<file path="config.mk">
export PLATFORM = sky130hd
export DESIGN_NAME = dirty_region_tracker_unit
export DESIGN_NICKNAME = d
export VERILOG_FILES = /design/src/rtl/drt_pkg.sv /design/src/rtl/drt_ctrl.sv /design/src/rtl/drt_dpath.sv /design/src/rtl/dirty_region_tracker_unit.sv
export SDC_FILE = /design/constraint.sdc
export NUM_CORES = 1
export LEC_CHECK = 0
export CORE_MARGIN = 3
export CORE_UTILIZATION = 58
export DETAILED_ROUTE_END_ITERATION = 7
export DONT_BUFFER_PORTS = 1
export PLACE_DENSITY = 0.83
export SLEW_MARGIN = 0
export SYNTH_ARGS = -nofsm -noshare
export SYNTH_HDL_FRONTEND = slang
export SYNTH_HIERARCHICAL = 1
export SYNTH_SLANG_ARGS = --single-unit
</file>
<file path="constraint.sdc">
create_clock -name clk_i -period 5.9 [get_ports clk_i]
set_input_delay 0.59 -clock clk_i [delete_from_list [all_inputs] [get_ports clk_i]]
set_output_delay 0.59 -clock clk_i [all_outputs]
set_load 0.1 [all_outputs]
</file>
<file path="src/rtl/drt_pkg.sv">
// ----------------------------------------------------------------------------
// drt_pkg
// Types, codes and defaults shared by the damage rectangle tracker.
// ----------------------------------------------------------------------------
package drt_pkg;

  // Default parameter values
  localparam int unsigned PAGE_BYTES_DEF = 4096;
  localparam int unsigned RING_SLOTS_DEF = 64;

  // Configuration port geometry
  localparam int unsigned CFG_IDX_W  = 3;
  localparam int unsigned CFG_DATA_W = 16;

  // Register reset values
  localparam logic [15:0] LINE_BYTES_RST    = 16'd3200;
  localparam logic [11:0] SCREEN_WIDTH_RST  = 12'd800;
  localparam logic [11:0] SCREEN_HEIGHT_RST = 12'd600;
  localparam logic [12:0] PAGE_COUNT_RST    = 13'd469;

  // Empty-box sentinel for the low edges
  localparam logic [12:0] BOX_EMPTY_LO = 13'h1FFF;

  // Register indexes
  typedef enum logic [CFG_IDX_W-1:0] {
    CFG_LINE_BYTES    = 3'd0,
    CFG_SCREEN_WIDTH  = 3'd1,
    CFG_SCREEN_HEIGHT = 3'd2,
    CFG_PAGE_COUNT    = 3'd3,
    CFG_UPDATE_ENABLE = 3'd4
  } drt_cfg_e;

  // Request codes
  typedef enum logic [1:0] {
    REQ_DRAW  = 2'd0,
    REQ_FAULT = 2'd1,
    REQ_FLUSH = 2'd2,
    REQ_NONE  = 2'd3
  } drt_req_e;

  // Result status codes
  typedef enum logic [2:0] {
    STAT_RECORDED  = 3'd0,
    STAT_UPDATE    = 3'd1,
    STAT_DISABLED  = 3'd2,
    STAT_RING_FULL = 3'd3,
    STAT_NOTHING   = 3'd4,
    STAT_BAD_PAGE  = 3'd5
  } drt_status_e;

  // Controller states
  typedef enum logic [1:0] {
    S_IDLE,
    S_DECIDE,
    S_DIV,
    S_COMMIT
  } drt_state_e;

  // Input item
  typedef struct packed {
    logic [1:0]  req_type;
    logic [11:0] rect_x;
    logic [11:0] rect_y;
    logic [11:0] rect_w;
    logic [11:0] rect_h;
    logic [11:0] page_number;
    logic [31:0] consumer_index;
  } drt_in_t;

  // Result item
  typedef struct packed {
    logic [2:0]  status;
    logic [12:0] update_x;
    logic [12:0] update_y;
    logic [12:0] update_width;
    logic [12:0] update_height;
    logic [31:0] ring_slot;
  } drt_out_t;

  // Controller to datapath commands
  typedef struct packed {
    logic capture;
    logic div_load;
    logic div_step;
    logic commit;
  } drt_cmd_t;

  // Datapath to controller status
  typedef struct packed {
    logic noop;
    logic need_div;
    logic div_last;
    logic out_free;
  } drt_stat_t;

endpackage

</file>
<file path="src/rtl/drt_ctrl.sv">
// ----------------------------------------------------------------------------
// drt_ctrl
// Sequencer: captures an item, runs the row divider for in-range page faults and
// commits any result into the output register.
// ----------------------------------------------------------------------------
module drt_ctrl (
  input  logic                clk_i,
  input  logic                rst_ni,
  input  logic                in_valid_i,
  output logic                in_stall_o,
  input  drt_pkg::drt_stat_t  stat_i,
  output drt_pkg::drt_cmd_t   cmd_o
);

  drt_pkg::drt_state_e state_q, state_d;

  // State register
  always_ff @(posedge clk_i or negedge rst_ni) begin
    if (!rst_ni) begin
      state_q <= drt_pkg::S_IDLE;
    end else begin
      state_q <= state_d;
    end
  end

  // Next state and commands
  always_comb begin
    state_d    = state_q;
    cmd_o      = '0;
    in_stall_o = 1'b1;
    unique case (state_q)
      drt_pkg::S_IDLE: begin
        in_stall_o = 1'b0;
        if (in_valid_i) begin
          cmd_o.capture = 1'b1;
          state_d       = drt_pkg::S_DECIDE;
        end
      end
      drt_pkg::S_DECIDE: begin
        if (stat_i.noop) begin
          state_d = drt_pkg::S_IDLE;
        end else if (stat_i.need_div) begin
          cmd_o.div_load = 1'b1;
          state_d        = drt_pkg::S_DIV;
        end else begin
          state_d = drt_pkg::S_COMMIT;
        end
      end
      drt_pkg::S_DIV: begin
        cmd_o.div_step = 1'b1;
        if (stat_i.div_last) begin
          state_d = drt_pkg::S_COMMIT;
        end
      end
      drt_pkg::S_COMMIT: begin
        if (stat_i.out_free) begin
          cmd_o.commit = 1'b1;
          state_d      = drt_pkg::S_IDLE;
        end
      end
      default: begin
        state_d = drt_pkg::S_IDLE;
      end
    endcase
  end

endmodule

</file>
<file path="src/rtl/drt_dpath.sv">
// ----------------------------------------------------------------------------
// drt_dpath
// Datapath: configuration registers, damage box, producer index, a two-lane
// restoring divider for page-to-row mapping and the output register.
// ----------------------------------------------------------------------------
module drt_dpath #(
  parameter int unsigned PAGE_BYTES = drt_pkg::PAGE_BYTES_DEF,
  parameter int unsigned RING_SLOTS = drt_pkg::RING_SLOTS_DEF
) (
  input  logic                              clk_i,
  input  logic                              rst_ni,
  input  drt_pkg::drt_in_t                  in_data_i,
  input  logic                              out_stall_i,
  output logic                              out_valid_o,
  output drt_pkg::drt_out_t                 out_data_o,
  input  logic                              cfg_we_i,
  input  logic [drt_pkg::CFG_IDX_W-1:0]     cfg_index_i,
  input  logic [drt_pkg::CFG_DATA_W-1:0]    cfg_wdata_i,
  input  drt_pkg::drt_cmd_t                 cmd_i,
  output drt_pkg::drt_stat_t                stat_o
);

  // Dividend width: (page+1)*PAGE_BYTES-1 with a 12-bit page
  localparam int unsigned DW = 12 + $clog2(PAGE_BYTES);
  localparam int unsigned CW = $clog2(DW + 1);

  // Configuration registers
  logic [15:0] line_bytes_q;
  logic [11:0] screen_width_q;
  logic [11:0] screen_height_q;
  logic [12:0] page_count_q;
  logic        update_enable_q;

  // Tracker state
  logic [12:0] left_q, top_q, right_q, bottom_q;
  logic [12:0] left_d, top_d, right_d, bottom_d;
  logic [31:0] prod_q, prod_d;

  // Captured item
  drt_pkg::drt_in_t req_q;

  // Divider lanes: lane 0 first row, lane 1 last row
  logic [DW-1:0] num_q [2];
  logic [DW-1:0] num_d [2];
  logic [15:0]   rem_q [2];
  logic [15:0]   rem_d [2];
  logic [CW-1:0] cnt_q;

  // Output register
  logic              out_valid_q;
  drt_pkg::drt_out_t out_q, res;

  logic [15:0]   lb_eff;
  logic [DW-1:0] first_byte;
  logic [DW-1:0] last_byte;
  logic          page_ok;
  logic [16:0]   rem_sh [2];
  logic          ge     [2];
  logic [11:0]   row_clamp [2];
  logic [12:0]   gx0, gy0, gx1, gy1;
  logic          do_grow, do_empty, do_emit;
  logic          ring_full, box_empty;

  // Configuration writes
  always_ff @(posedge clk_i or negedge rst_ni) begin
    if (!rst_ni) begin
      line_bytes_q    <= drt_pkg::LINE_BYTES_RST;
      screen_width_q  <= drt_pkg::SCREEN_WIDTH_RST;
      screen_height_q <= drt_pkg::SCREEN_HEIGHT_RST;
      page_count_q    <= drt_pkg::PAGE_COUNT_RST;
      update_enable_q <= 1'b0;
    end else if (cfg_we_i) begin
      unique case (drt_pkg::drt_cfg_e'(cfg_index_i))
        drt_pkg::CFG_LINE_BYTES:    line_bytes_q    <= cfg_wdata_i;
        drt_pkg::CFG_SCREEN_WIDTH:  screen_width_q  <= cfg_wdata_i[11:0];
        drt_pkg::CFG_SCREEN_HEIGHT: screen_height_q <= cfg_wdata_i[11:0];
        drt_pkg::CFG_PAGE_COUNT:    page_count_q    <= cfg_wdata_i[12:0];
        drt_pkg::CFG_UPDATE_ENABLE: update_enable_q <= cfg_wdata_i[0];
        default: ;
      endcase
    end
  end

  // Item capture
  always_ff @(posedge clk_i) begin
    if (cmd_i.capture) begin
      req_q <= in_data_i;
    end
  end

  // Page bounds and byte span of the faulting page
  assign page_ok    = {1'b0, req_q.page_number} < page_count_q;
  assign lb_eff     = (line_bytes_q == '0) ? 16'd1 : line_bytes_q;
  assign first_byte = DW'(req_q.page_number) * DW'(PAGE_BYTES);
  assign last_byte  = first_byte + DW'(PAGE_BYTES - 1);

  // One restoring step per lane
  always_comb begin
    for (int i = 0; i < 2; i++) begin
      rem_sh[i] = {rem_q[i], num_q[i][DW-1]};
      ge[i]     = rem_sh[i] >= {1'b0, lb_eff};
      rem_d[i]  = ge[i] ? 16'(rem_sh[i] - {1'b0, lb_eff}) : rem_sh[i][15:0];
      num_d[i]  = {num_q[i][DW-2:0], ge[i]};
      // quotient clamped to the screen height
      row_clamp[i] = (num_q[i] > DW'(screen_height_q)) ? screen_height_q
                                                       : num_q[i][11:0];
    end
  end

  // Divider registers
  always_ff @(posedge clk_i or negedge rst_ni) begin
    if (!rst_ni) begin
      cnt_q <= '0;
    end else if (cmd_i.div_load) begin
      cnt_q <= CW'(DW);
    end else if (cmd_i.div_step) begin
      cnt_q <= cnt_q - 1'b1;
    end
  end

  always_ff @(posedge clk_i) begin
    if (cmd_i.div_load) begin
      num_q[0] <= first_byte;
      num_q[1] <= last_byte;
      rem_q[0] <= '0;
      rem_q[1] <= '0;
    end else if (cmd_i.div_step) begin
      num_q <= num_d;
      rem_q <= rem_d;
    end
  end

  // Flush tests
  assign ring_full = (prod_q - req_q.consumer_index) == 32'(RING_SLOTS);
  assign box_empty = (right_q <= left_q) || (bottom_q <= top_q);

  // Result and state update selection
  always_comb begin
    res      = '0;
    do_grow  = 1'b0;
    do_empty = 1'b0;
    do_emit  = 1'b0;
    gx0      = {1'b0, req_q.rect_x};
    gy0      = {1'b0, req_q.rect_y};
    gx1      = 13'({1'b0, req_q.rect_x} + {1'b0, req_q.rect_w});
    gy1      = 13'({1'b0, req_q.rect_y} + {1'b0, req_q.rect_h});
    unique case (drt_pkg::drt_req_e'(req_q.req_type))
      drt_pkg::REQ_DRAW: begin
        res.status = drt_pkg::STAT_RECORDED;
        do_grow    = 1'b1;
      end
      drt_pkg::REQ_FAULT: begin
        gx0 = '0;
        gy0 = {1'b0, row_clamp[0]};
        gx1 = {1'b0, screen_width_q};
        gy1 = {1'b0, row_clamp[1]};
        if (page_ok) begin
          res.status = drt_pkg::STAT_RECORDED;
          do_grow    = 1'b1;
        end else begin
          res.status = drt_pkg::STAT_BAD_PAGE;
        end
      end
      drt_pkg::REQ_FLUSH: begin
        if (!update_enable_q) begin
          res.status = drt_pkg::STAT_DISABLED;
        end else if (ring_full) begin
          res.status = drt_pkg::STAT_RING_FULL;
        end else if (box_empty) begin
          res.status = drt_pkg::STAT_NOTHING;
          do_empty   = 1'b1;
        end else begin
          res.status        = drt_pkg::STAT_UPDATE;
          res.update_x      = left_q;
          res.update_y      = top_q;
          res.update_width  = right_q - left_q;
          res.update_height = bottom_q - top_q;
          res.ring_slot     = prod_q;
          do_empty          = 1'b1;
          do_emit           = 1'b1;
        end
      end
      default: ;
    endcase
  end

  // Next box and producer index
  always_comb begin
    left_d   = left_q;
    top_d    = top_q;
    right_d  = right_q;
    bottom_d = bottom_q;
    prod_d   = prod_q;
    if (do_grow) begin
      if (gx0 < left_q)   left_d   = gx0;
      if (gy0 < top_q)    top_d    = gy0;
      if (gx1 > right_q)  right_d  = gx1;
      if (gy1 > bottom_q) bottom_d = gy1;
    end
    if (do_empty) begin
      left_d   = drt_pkg::BOX_EMPTY_LO;
      top_d    = drt_pkg::BOX_EMPTY_LO;
      right_d  = '0;
      bottom_d = '0;
    end
    if (do_emit) begin
      prod_d = prod_q + 32'd1;
    end
  end

  // Tracker state registers
  always_ff @(posedge clk_i or negedge rst_ni) begin
    if (!rst_ni) begin
      left_q   <= drt_pkg::BOX_EMPTY_LO;
      top_q    <= drt_pkg::BOX_EMPTY_LO;
      right_q  <= '0;
      bottom_q <= '0;
      prod_q   <= '0;
    end else if (cmd_i.commit) begin
      left_q   <= left_d;
      top_q    <= top_d;
      right_q  <= right_d;
      bottom_q <= bottom_d;
      prod_q   <= prod_d;
    end
  end

  // Output register
  always_ff @(posedge clk_i or negedge rst_ni) begin
    if (!rst_ni) begin
      out_valid_q <= 1'b0;
    end else if (cmd_i.commit) begin
      out_valid_q <= 1'b1;
    end else if (!out_stall_i) begin
      out_valid_q <= 1'b0;
    end
  end

  always_ff @(posedge clk_i) begin
    if (cmd_i.commit) begin
      out_q <= res;
    end
  end

  assign out_valid_o = out_valid_q;
  assign out_data_o  = out_q;

  // Status to the controller
  assign stat_o.noop     = req_q.req_type == drt_pkg::REQ_NONE;
  assign stat_o.need_div = (req_q.req_type == drt_pkg::REQ_FAULT) && page_ok;
  assign stat_o.div_last = cnt_q == CW'(1);
  assign stat_o.out_free = !out_valid_q || !out_stall_i;

endmodule

</file>
<file path="src/rtl/dirty_region_tracker_unit.sv">
// Flow: an accepted item passes S_DECIDE; a valid page fault then runs the row
//   divider in S_DIV over a DW = 12 + clog2(PAGE_BYTES) bit dividend; then
//   S_COMMIT loads the output register. An unknown request leaves no result.
//   One item at a time; a result still held at commit stalls the next item.
// Reset: asynchronous, clears the box, producer index and output valid and
//   loads the configuration defaults; no clearing pass is needed.
// ----------------------------------------------------------------------------
// dirty_region_tracker_unit
// Screen damage rectangle tracker: grows a bounding box from draw and page
// fault items and hands it to a remote ring on flush.
// ----------------------------------------------------------------------------
module dirty_region_tracker_unit #(
  parameter int unsigned PAGE_BYTES = drt_pkg::PAGE_BYTES_DEF,
  parameter int unsigned RING_SLOTS = drt_pkg::RING_SLOTS_DEF
) (
  input  logic                           clk_i,
  input  logic                           rst_ni,
  input  logic                           in_valid_i,
  output logic                           in_stall_o,
  input  drt_pkg::drt_in_t               in_data_i,
  output logic                           out_valid_o,
  input  logic                           out_stall_i,
  output drt_pkg::drt_out_t              out_data_o,
  input  logic                           cfg_we_i,
  input  logic [drt_pkg::CFG_IDX_W-1:0]  cfg_index_i,
  input  logic [drt_pkg::CFG_DATA_W-1:0] cfg_wdata_i
);

  drt_pkg::drt_cmd_t  cmd;
  drt_pkg::drt_stat_t stat;

  // Sequencer
  drt_ctrl u_ctrl (
    .clk_i      (clk_i),
    .rst_ni     (rst_ni),
    .in_valid_i (in_valid_i),
    .in_stall_o (in_stall_o),
    .stat_i     (stat),
    .cmd_o      (cmd)
  );

  // Datapath
  drt_dpath #(
    .PAGE_BYTES (PAGE_BYTES),
    .RING_SLOTS (RING_SLOTS)
  ) u_dpath (
    .clk_i       (clk_i),
    .rst_ni      (rst_ni),
    .in_data_i   (in_data_i),
    .out_stall_i (out_stall_i),
    .out_valid_o (out_valid_o),
    .out_data_o  (out_data_o),
    .cfg_we_i    (cfg_we_i),
    .cfg_index_i (cfg_index_i),
    .cfg_wdata_i (cfg_wdata_i),
    .cmd_i       (cmd),
    .stat_o      (stat)
  );

endmodule

</file>
-- After elaboration in Yosys (flattened, before gate mapping)
Index checks and enable logic that the tools add are counted.
- memory bits (read-only): 0
- output and inout bits: 89
- RAM bits: 0
- memories kept: 0
- bits of input ports: 118
- bits in registers: 407
- latch bits: 0
- add/sub/neg operators: 10
- reductions and logical operators: 27
- equality and inequality tests: 16
- $lt $le $gt $ge: 11
- divide/modulo/power cells: 0
- multiply operators: 0
- bitwise logic cells: 2
- shift operators: 0
- muxes and demuxes: 56
- operators by type and width (cell ; count):
    13-bit two-way mux ; 14
    48-bit two-way mux ; 2
    24-bit by 12-bit > comparator with 1-bit output ; 2
    12-bit two-way mux ; 4
    16-bit two-way mux ; 3
    12-bit by 13-bit less-than comparator with 1-bit output ; 3
    17-bit by 16-bit >= comparator with 1-bit output ; 2
    32-bit by 1-bit adder with 32-bit output (second input constant) ; 1
    32-bit by 7-bit == test with 1-bit output (second input constant) ; 1
    16-bit subtractor ; 2
    32-bit subtractor ; 1
    12-bit by 12-bit adder with 13-bit output ; 2
    13-bit > comparator ; 2
    13-bit less-or-equal comparator ; 2
    13-bit subtractor ; 2
    24-bit by 12-bit adder with 24-bit output (second input constant) ; 1
    1-bit two-way mux ; 20
    16-bit logical NOT ; 1
    3-bit AND reduction ; 5
    3-bit two-way mux ; 4
    2-bit AND reduction ; 6
    2-bit nonzero test ; 6
    5-bit two-way mux ; 2
    2-bit == test (second input constant) ; 4
    19 further kinds ; 30

-- Depth between registers and ports, before layout
Gate-level depths: netlist of run 1.
- depth in word-level cells: 7
- depth in mapped cells: 26

-- Modules after synthesis
The synthesis of run 1 kept the hierarchy.
- by module, submodules not included (module ; instances ; cells an instance ; area each (um^2) ; seq. area each (um^2)):
    drt_dpath ; 1 ; 2198 ; 23072.1 ; 11053.1
    drt_ctrl ; 1 ; 16 ; 125.1 ; 50.0

-- Worst setup path before layout of run 1
OpenSTA, ideal clock, no wires.
- path type: reg2reg
- start point: reg u_dpath.out_valid_q, in the netlist u_dpath/out_valid_o
- end point: reg u_dpath.top_q[0]
- arrival: 6.796 ns
- path slack: -0.958 ns
- buffers on the path: 1
- data required time: 5.838 ns
- cell stages (with the launch flop): 13
- clock period less this slack: 6.858 ns
- path through: dfrtp_1 > nand2_1 > nand2_1 > nor2_1 > inv_1 > a21oi_1 > o21ai_0 > or4_1 > a21oi_1 > o21ai_0 > a21oi_1 > buf_2 > o32a_1
- RTL lines (element ; line ; RTL):
    start: declaration ; drt_dpath.sv:50 ; logic out_valid_q;
    start signal: assignment ; drt_dpath.sv:231 ; out_valid_q <= 1'b0;
    start signal: assignment ; drt_dpath.sv:233 ; out_valid_q <= 1'b1;
    start signal: assignment ; drt_dpath.sv:235 ; out_valid_q <= 1'b0;
    end signal: assignment ; drt_dpath.sv:215 ; top_q <= drt_pkg::BOX_EMPTY_LO;
    end signal: assignment ; drt_dpath.sv:221 ; top_q <= top_d;
    end: declaration ; drt_dpath.sv:35 ; logic [12:0] left_q, top_q, right_q, bottom_q;

-- Worst setup path after layout of run 1
- start point: reg u_dpath.screen_height_q[9]
- end point: reg u_dpath.top_q[0]
- cells in the longest elaborated chain, start to end: 6
- elaborated cells on any way between the ends: 9
- classes of those cells: order compare: 2; mux: 5; reduce/logical: 2
- ends and longest elaborated chain (element ; line ; RTL):
    start: declaration ; drt_dpath.sv:30 ; logic [11:0] screen_height_q;
    start signal: assignment ; drt_dpath.sv:69 ; screen_height_q <= drt_pkg::SCREEN_HEIGHT_RST;
    start signal: assignment ; drt_dpath.sv:76 ; drt_pkg::CFG_SCREEN_HEIGHT: screen_height_q <= cfg_wdata_i[11:0];
    24-bit by 12-bit > comparator with 1-bit output ; drt_dpath.sv:105 ; row_clamp[i] = (num_q[i] > DW'(screen_height_q)) ? screen_height_q
    12-bit two-way mux * ; drt_dpath.sv:105 ;
    12-bit two-way mux * ; drt_dpath.sv:147 ; unique case (drt_pkg::drt_req_e'(req_q.req_type))
    12-bit by 13-bit less-than comparator with 1-bit output / 13-bit two-way mux (equally long branches) ; drt_dpath.sv:196 ; if (gy0 < top_q) top_d = gy0;
    2-bit nonzero test (no source line) / 13-bit two-way mux (equally long branches) ; - ;
    3-bit AND reduction (no source line) / 13-bit two-way mux (equally long branches) ; - ;
Mark *: on every way between the ends. The rest lies on a longest branch, timed or not. The select of a mux whose other input is x is not followed.
A chain may end at the register's enable or synchronous reset.

==> results of run 1 <==
## layout make-up
type                    instances  area (µm²)  share of cell area
inverters                     164         616              0.0243
repair buffers                 23         205             0.00811
clock inverters                18         205             0.00811
multi-input cells            1560       11200               0.442
clock buffers                  64        1340              0.0529
well taps                     518         648              0.0256
diodes                          2        5.00            0.000198
flip-flops and latches        407       11100               0.439
## timing repair
item | CTS | global route
hold buffers | 1 | 0
endpoints found under the setup margin | 0 | 0
hold endpoints to repair | 146 | 0
## state kept, by name, summed over array words and instances, names as in the netlist, 2 cells and up, named ones only
register / flops
u_dpath/bottom_q: 13
u_dpath/cnt_q: 5
u_dpath/left_q: 13
u_dpath/line_bytes_q: 16
u_dpath/num_d: 46
u_dpath/num_q: 2
u_dpath/out_data_o: 87
u_dpath/page_count_q: 13
u_dpath/prod_q: 32
u_dpath/rem_q: 32
u_dpath/req_q: 94
u_dpath/right_q: 13
u_dpath/screen_height_q: 12
u_dpath/screen_width_q: 12
u_dpath/top_q: 13
## cells in the final DEF, fill, tap and decap left out, drive strengths merged, types with 10 or more instances in the layout
cell type / n
clkbuf: 64
edfxtp: 217
o22a: 11
inv: 166
nand3: 27
mux2i: 39
a22o: 37
nand2: 128
mux2: 31
dfrtp: 104
o21ai: 102
and3: 45
ha: 203
a32o: 12
nor4: 15
nor3: 48
a211oi: 33
dfstp: 42
buf: 23
a21oi: 135
a31oi: 13
xnor2: 68
nand2b: 29
nand4: 45
o21bai: 15
o31ai: 10
a21boi: 11
nor2: 208
xor2: 30
dfxtp: 44
a21o: 62
and4: 14
o21a: 25
nor2b: 44
## cells in the mapped netlist (all sizes together) (33+ instances only)
| master | instances |
|---|---|
| edfxtp | 217 |
| nor2 | 208 |
| ha | 203 |
| inv | 164 |
| a21oi | 135 |
| nand2 | 128 |
| dfrtp | 104 |
| o21ai | 102 |
| xnor2 | 68 |
| clkbuf | 63 |
| a21o | 62 |
| nor3 | 48 |
| and3 | 45 |
| nand4 | 45 |
| dfxtp | 44 |
| nor2b | 44 |
| dfstp | 42 |
| mux2i | 39 |
| a22o | 37 |
| a211oi | 33 |
## per-stage QoR
stage	hold slack, ns	area (µm²)	std cells	util	power, mW
5_1_grt	0.0457	25300	2755	0.647	14.7
6_report	0.0114	25300	2756	0.647	13.8
4_1_cts	0.0571	25300	2754	0.647	13.8
3_3_place_gp	0.303	23700	2671	0.607	10.6
3_5_place_dp	0.305	23700	2671	0.607	10.8
2_1_floorplan	0.294	23200	2214	-	9.51
## layer usage
layer  GRT usage  wire, µm  vias up
met1       0.380     25500     8342
met4      0.0970      2040        0
met2       0.447     27800      650
met3      0.0647      4850      120
met5           0         0        -
li1            -         -     8064
## power breakdown
group          switching (mW)  total (mW)  internal [mW]
registers                1.59        5.62           4.03
logic                    3.14        5.32           2.18
clock network            1.15        2.90           1.76
total                    5.88        13.8           7.96
## cells by family after synthesis
logic type | Yosys count | share of synthesized area
buffers and inverters | 247 | 0.0423
adder cells (fa/ha/maj) | 209 | 0.115
XOR/XNOR | 98 | 0.0370
multiplexers | 70 | 0.0319
AO/OA/AOI/OAI | 533 | 0.156
flip-flops | 407 | 0.479
AND/OR/NAND/NOR | 650 | 0.140
## worst max-delay path by stage
stage	startpoint	endpoint	slack [ns]	depth (start not counted)
2_1_floorplan	flop	u_dpath/req_q[0]	0.39	2
3_3_place_gp	u_dpath/screen_height_q[9]	u_dpath/top_q[0]	0.60	22
3_5_place_dp	u_dpath/screen_height_q[9]	u_dpath/top_q[0]	0.59	22
4_1_cts	u_dpath/screen_height_q[9]	u_dpath/top_q[0]	0.53	22
5_1_grt	u_dpath/screen_height_q[9]	u_dpath/top_q[0]	0.16	22
6_report	u_dpath/screen_height_q[9]	u_dpath/top_q[0]	0.44	22
==> impl_metrics.json, run 1 <==
{
  "status": "finished, final reports clean",
  "r2r_end": "u_dpath/top_q[0]",
  "cp_cell_sequence": "inv_1 > ha_1 > a21o_1 > a21o_1 > a21oi_1 > a31oi_1 > a21oi_1 > buf_4 > nor2_1 > a21oi_1 > a21oi_1 > ha_1 > a21o_1 > a21o_1 > a21o_1 > a21oi_1 > o21ai_0 > or4_1 > a21oi_1 > or2_2 > nand3_1 > o32a_1",
  "max-slew-margin-rel": 0.255,
  "clk_path_buf_depth": 3,
  "ys_ff_latch": 407,
  "grt_setup_unrepaired": "no",
  "yosys.area.top_type_share": 0.281,
  "clk_pin_slew_worst_paths_ns": 0.06,
  "setup_violations": 0,
  "gp_congestion": 0.936,
  "yosys_warnings": 6,
  "synth_edf_count": 217,
  "finClkSkew_ns": 0.0254,
  "cpMaxStageDelayCell": "dfstp_2",
  "cp_top_family": "compound AO/OA/AOI/OAI gates",
  "drive_above_1_share": 0.0912,
  "finalWorstSetupSlack_ns": 0.444,
  "grt_pass1_wl_um": 93000,
  "dp_slack_ns": 0.591,
  "maxCapViolCount": 0,
  "synth_area_um2": 23200,
  "fp.dieH_um": 206,
  "fin_crit_ns": 5.46,
  "core_um2": 39100,
  "worstSetupEndpointType": "flop",
  "grt_overflow": 0,
  "grt.total_usage": 0.281,
  "path_buf_inv": 2,
  "vias": 17176,
  "cts.sinks": 407,
  "synth.avg_cell_area_um2": 10.5,
  "clk_latency_ns": 0.59,
  "initial_core_util": 0.593,
  "grt_max_degree": 147,
  "path_class": "flop to flop",
  "r2r-start": "u_dpath/screen_height_q[9]",
  "hold_viol": 0,
  "p_per_area_nw_per_um2": 547,
  "wl_per_cell_um": 21.8,
  "ff2ff_setup_slack_ns": 0.44,
  "path_max_fanout": 19,
  "cts_tree": "built",
  "via_per_inst": 6.23,
  "ir_drop_uv": 305,
  "cts_buffers": 44,
  "yosysSeqAreaShare": 0.479,
  "timing.critical_path.mode_cell": "a21oi_1",
  "finalSetupTns_ns": 0,
  "dp_hpwl_um": 43800,
  "htree_num_levels": 2,
  "post_cts_buffers": 0,
  "ys_types": 83,
  "synthFlopType": "edfxtp_1",
  "hold_class": "primary input to asynchronous set/reset pin",
  "drcViolationCount": 0,
  "port_buffers": 0,
  "max_stage_delay_ns": 0.53,
  "slew_viol_final": 0,
  "p_leak_nw": 10.8,
  "drt_first_pass_iters": 5,
  "nets": 2527,
  "die-width_um": 206,
  "io_pins": 207,
  "routed_wl_um": 60200,
  "area_delta_synth_final_pct": 9.12,
  "cp_data_required_time_ns": 6.39,
  "start_kind": "flop",
  "synth_area_leaders": "edfxtp_1 28%, dfrtp_1 11%, ha_1 11%",
  "async_flop_share": 0.359,
  "synthCells": 2214,
  "rows": 72,
  "drtAntennaViolNets": 0,
  "max_freq_mhz": 183,
  "ctsResizeCount": 0,
  "synth_largest_area_cell": "edfxtp_1",
  "tightest_slew_ns": 1.11,
  "post-route-period-util": 0.925,
  "grt_pass1_vias": 16826,
  "fill_cells": 3026,
  "synth_fp_nets": 2541,
  "antenna_found_initial": 2,
  "cp.arrival_ns": 5.95,
  "r2r_cells": 22,
  "drt_iter0_markers": 1420,
  "die_area_um2": 42400,
  "cts_root_buf": "clkbuf_16"
}
(Power assumes the default switching activity.)
==> inputs of run 2 (changes only) <==
--- a/config.mk
+++ b/config.mk
@@ -9,7 +9,7 @@
 export CORE_UTILIZATION = 58
 export DETAILED_ROUTE_END_ITERATION = 7
 export DONT_BUFFER_PORTS = 1
-export PLACE_DENSITY = 0.83
+export PLACE_DENSITY_LB_ADDON = 0.3
 export SLEW_MARGIN = 0
 export SYNTH_ARGS = -nofsm -noshare
 export SYNTH_HDL_FRONTEND = slang
==> impl_metrics.json, run 2 (synthesis results as in run 1) <==
{
  "ir_drop_uv": 301,
  "fp.dieH_um": 206,
  "grt_overflow": 0,
  "post-route-period-util": 0.921,
  "path_max_fanout": 16,
  "cp_top_family": "compound AO/OA/AOI/OAI gates",
  "p_leak_nw": 10.8,
  "fill_cells": 3083,
  "post_cts_buffers": 0,
  "io_pins": 207,
  "htree_num_levels": 2,
  "fin_util": 0.648,
  "tightest_slew_ns": 1.12,
  "status": "finished, final reports clean",
  "dp_hpwl_um": 44500,
  "clk_path_buf_depth": 3,
  "maxCapViolCount": 0,
  "setup_violations": 0,
  "area_delta_synth_final_pct": 9.18,
  "max_stage_delay_ns": 0.72,
  "max_freq_mhz": 184,
  "grt_pass1_wl_um": 93400,
  "setup.worst_path.start": "u_dpath/screen_height_q[9]",
  "grt.total_usage": 0.282,
  "drive_above_1_share": 0.0915,
  "die-width_um": 206,
  "timing.critical_path.mode_cell": "a21oi_1",
  "cts.sinks": 407,
  "finalSetupTns_ns": 0,
  "fin_crit_ns": 5.43,
  "r2r_end": "u_dpath/top_q[0]",
  "hold_class": "primary input to asynchronous set/reset pin",
  "final_common_cell": "edfxtp_1",
  "grt_max_degree": 147,
  "cts_buffers": 45,
  "clk_pin_slew_worst_paths_ns": 0.06,
  "nets": 2531,
  "path_class": "flop to flop",
  "cp.depth": 23,
  "cp.arrival_ns": 5.94,
  "ff2ff_setup_slack_ns": 0.47,
  "ctsResizeCount": 0,
  "r2r-start": "u_dpath/screen_height_q[9]",
  "drtAntennaViolNets": 0,
  "port_buffers": 0,
  "finalWorstSetupSlack_ns": 0.469,
  "cp_data_required_time_ns": 6.41,
  "via_per_inst": 6.25,
  "core_um2": 39100,
  "final_cell_mix": "217 x edfxtp_1, 203 x nor2_1, 202 x ha_1, 164 x inv_1, 133 x a21oi_1",
  "initial_core_util": 0.593,
  "multi_input_area_um2": 11200,
  "dp_slack_ns": 0.541,
  "p_per_area_nw_per_um2": 550,
  "wl_per_cell_um": 21.9,
  "cts_root_buf": "clkbuf_16",
  "drt_first_pass_iters": 5,
  "routed_wl_um": 60500,
  "vias": 17253,
  "cts_tree": "built",
  "hold_viol": 0,
  "gp_congestion": 0.945,
  "slew_viol_final": 0,
  "cts_hold_buf": 1,
  "largest_register_ffs": 94,
  "antenna_found_initial": 2,
  "cpMaxStageDelayCell": "a21oi_1",
  "crit_end": "u_dpath/top_q[0]",
  "drt_iter0_markers": 1391,
  "max-slew-margin-rel": 0.249,
  "start_kind": "flop",
  "regArea_um2": 11100,
  "stdcell_area_um2": 25300,
  "finalPower_mw": 13.9,
  "drcViolationCount": 0,
  "grt_setup_unrepaired": "no",
  "grt_pass1_vias": 16680,
  "finClkSkew_ns": 0.0211,
  "clk_latency_ns": 0.58,
  "cp_cell_sequence": "inv_1 > ha_1 > a21o_1 > a21o_1 > a21oi_1 > a31oi_1 > a21oi_1 > buf_4 > nor2_1 > a21oi_1 > a21oi_1 > ha_1 > a21o_1 > a21o_1 > a21o_1 > a21o_1 > a21oi_1 > o21ai_0 > or4_1 > a21oi_1 > o21ai_0 > a21oi_1 > o32a_1",
  "place_area_um2": 23800,
  "path_buf_inv": 2,
  "r2r_cells": 23,
  "regMostFlops": "u_dpath/req_q",
  "rows": 72,
  "die_area_um2": 42400,
  "worstSetupEndpointType": "flop"
}
[run 2: layout make-up]
class                           count  share of cell area
Multi-Input combinational cell   1560               0.442
Sequential cell                   407               0.438
Clock buffer                       60              0.0508
Tap cell                          518              0.0256
Inverter                          164              0.0243
Clock inverter                     24             0.00993
Timing Repair Buffer               26             0.00850
Antenna cell                        3            0.000296
[run 2: worst min-delay path by stage]
stage                       start                    endpoint  slack, ns  cells after the start
floorplan                  rst_ni  asynchronous set/reset pin       0.29                      0
global placement           rst_ni           u_dpath/prod_q[1]       0.30                      0
detailed placement         rst_ni           u_dpath/prod_q[1]       0.31                      0
CTS                        rst_ni           u_dpath/prod_q[1]       0.06                      1
global route        in_data_i[92]           u_dpath/req_q[92]       0.08                      0
finish                     rst_ni          u_dpath/right_q[2]      0.002                      1
[run 2: report_power, final]
part / internal (mW) / switching (mW)
Clock: 1.75 / 1.15
Sequential: 4.02 / 1.58
Combinational: 2.20 / 3.22
Total: 7.97 / 5.95
[run 2: stage by stage]
stage	std cells	hold WS [ns]
2_1_floorplan	2214	0.294
3_3_place_gp	2674	0.302
3_5_place_dp	2674	0.310
4_1_cts	2759	0.0553
5_1_grt	2761	0.0846
6_report	2762	0.00191
[run 2: layer usage]
layer	vias to the layer above	wire length, µm	GRT usage	share of wire
met3	121	4960	0.0578	0.082
met5	-	0	0	0
met4	0	2050	0.106	0.034
li1	8080	-	-	-
met1	8353	26900	0.404	0.44
met2	699	26600	0.427	0.44
[run 2: worst register-to-register path, delay by kind of cell, from the launching register on]
kind | cells | cell delay, ns
AO/OA/AOI/OAI | 17 | 3.36
adder cells (fa/ha/maj) | 2 | 0.64
flip-flops | 1 | 0.53
AND/OR/NAND/NOR | 2 | 0.53
buffers and inverters | 2 | 0.31
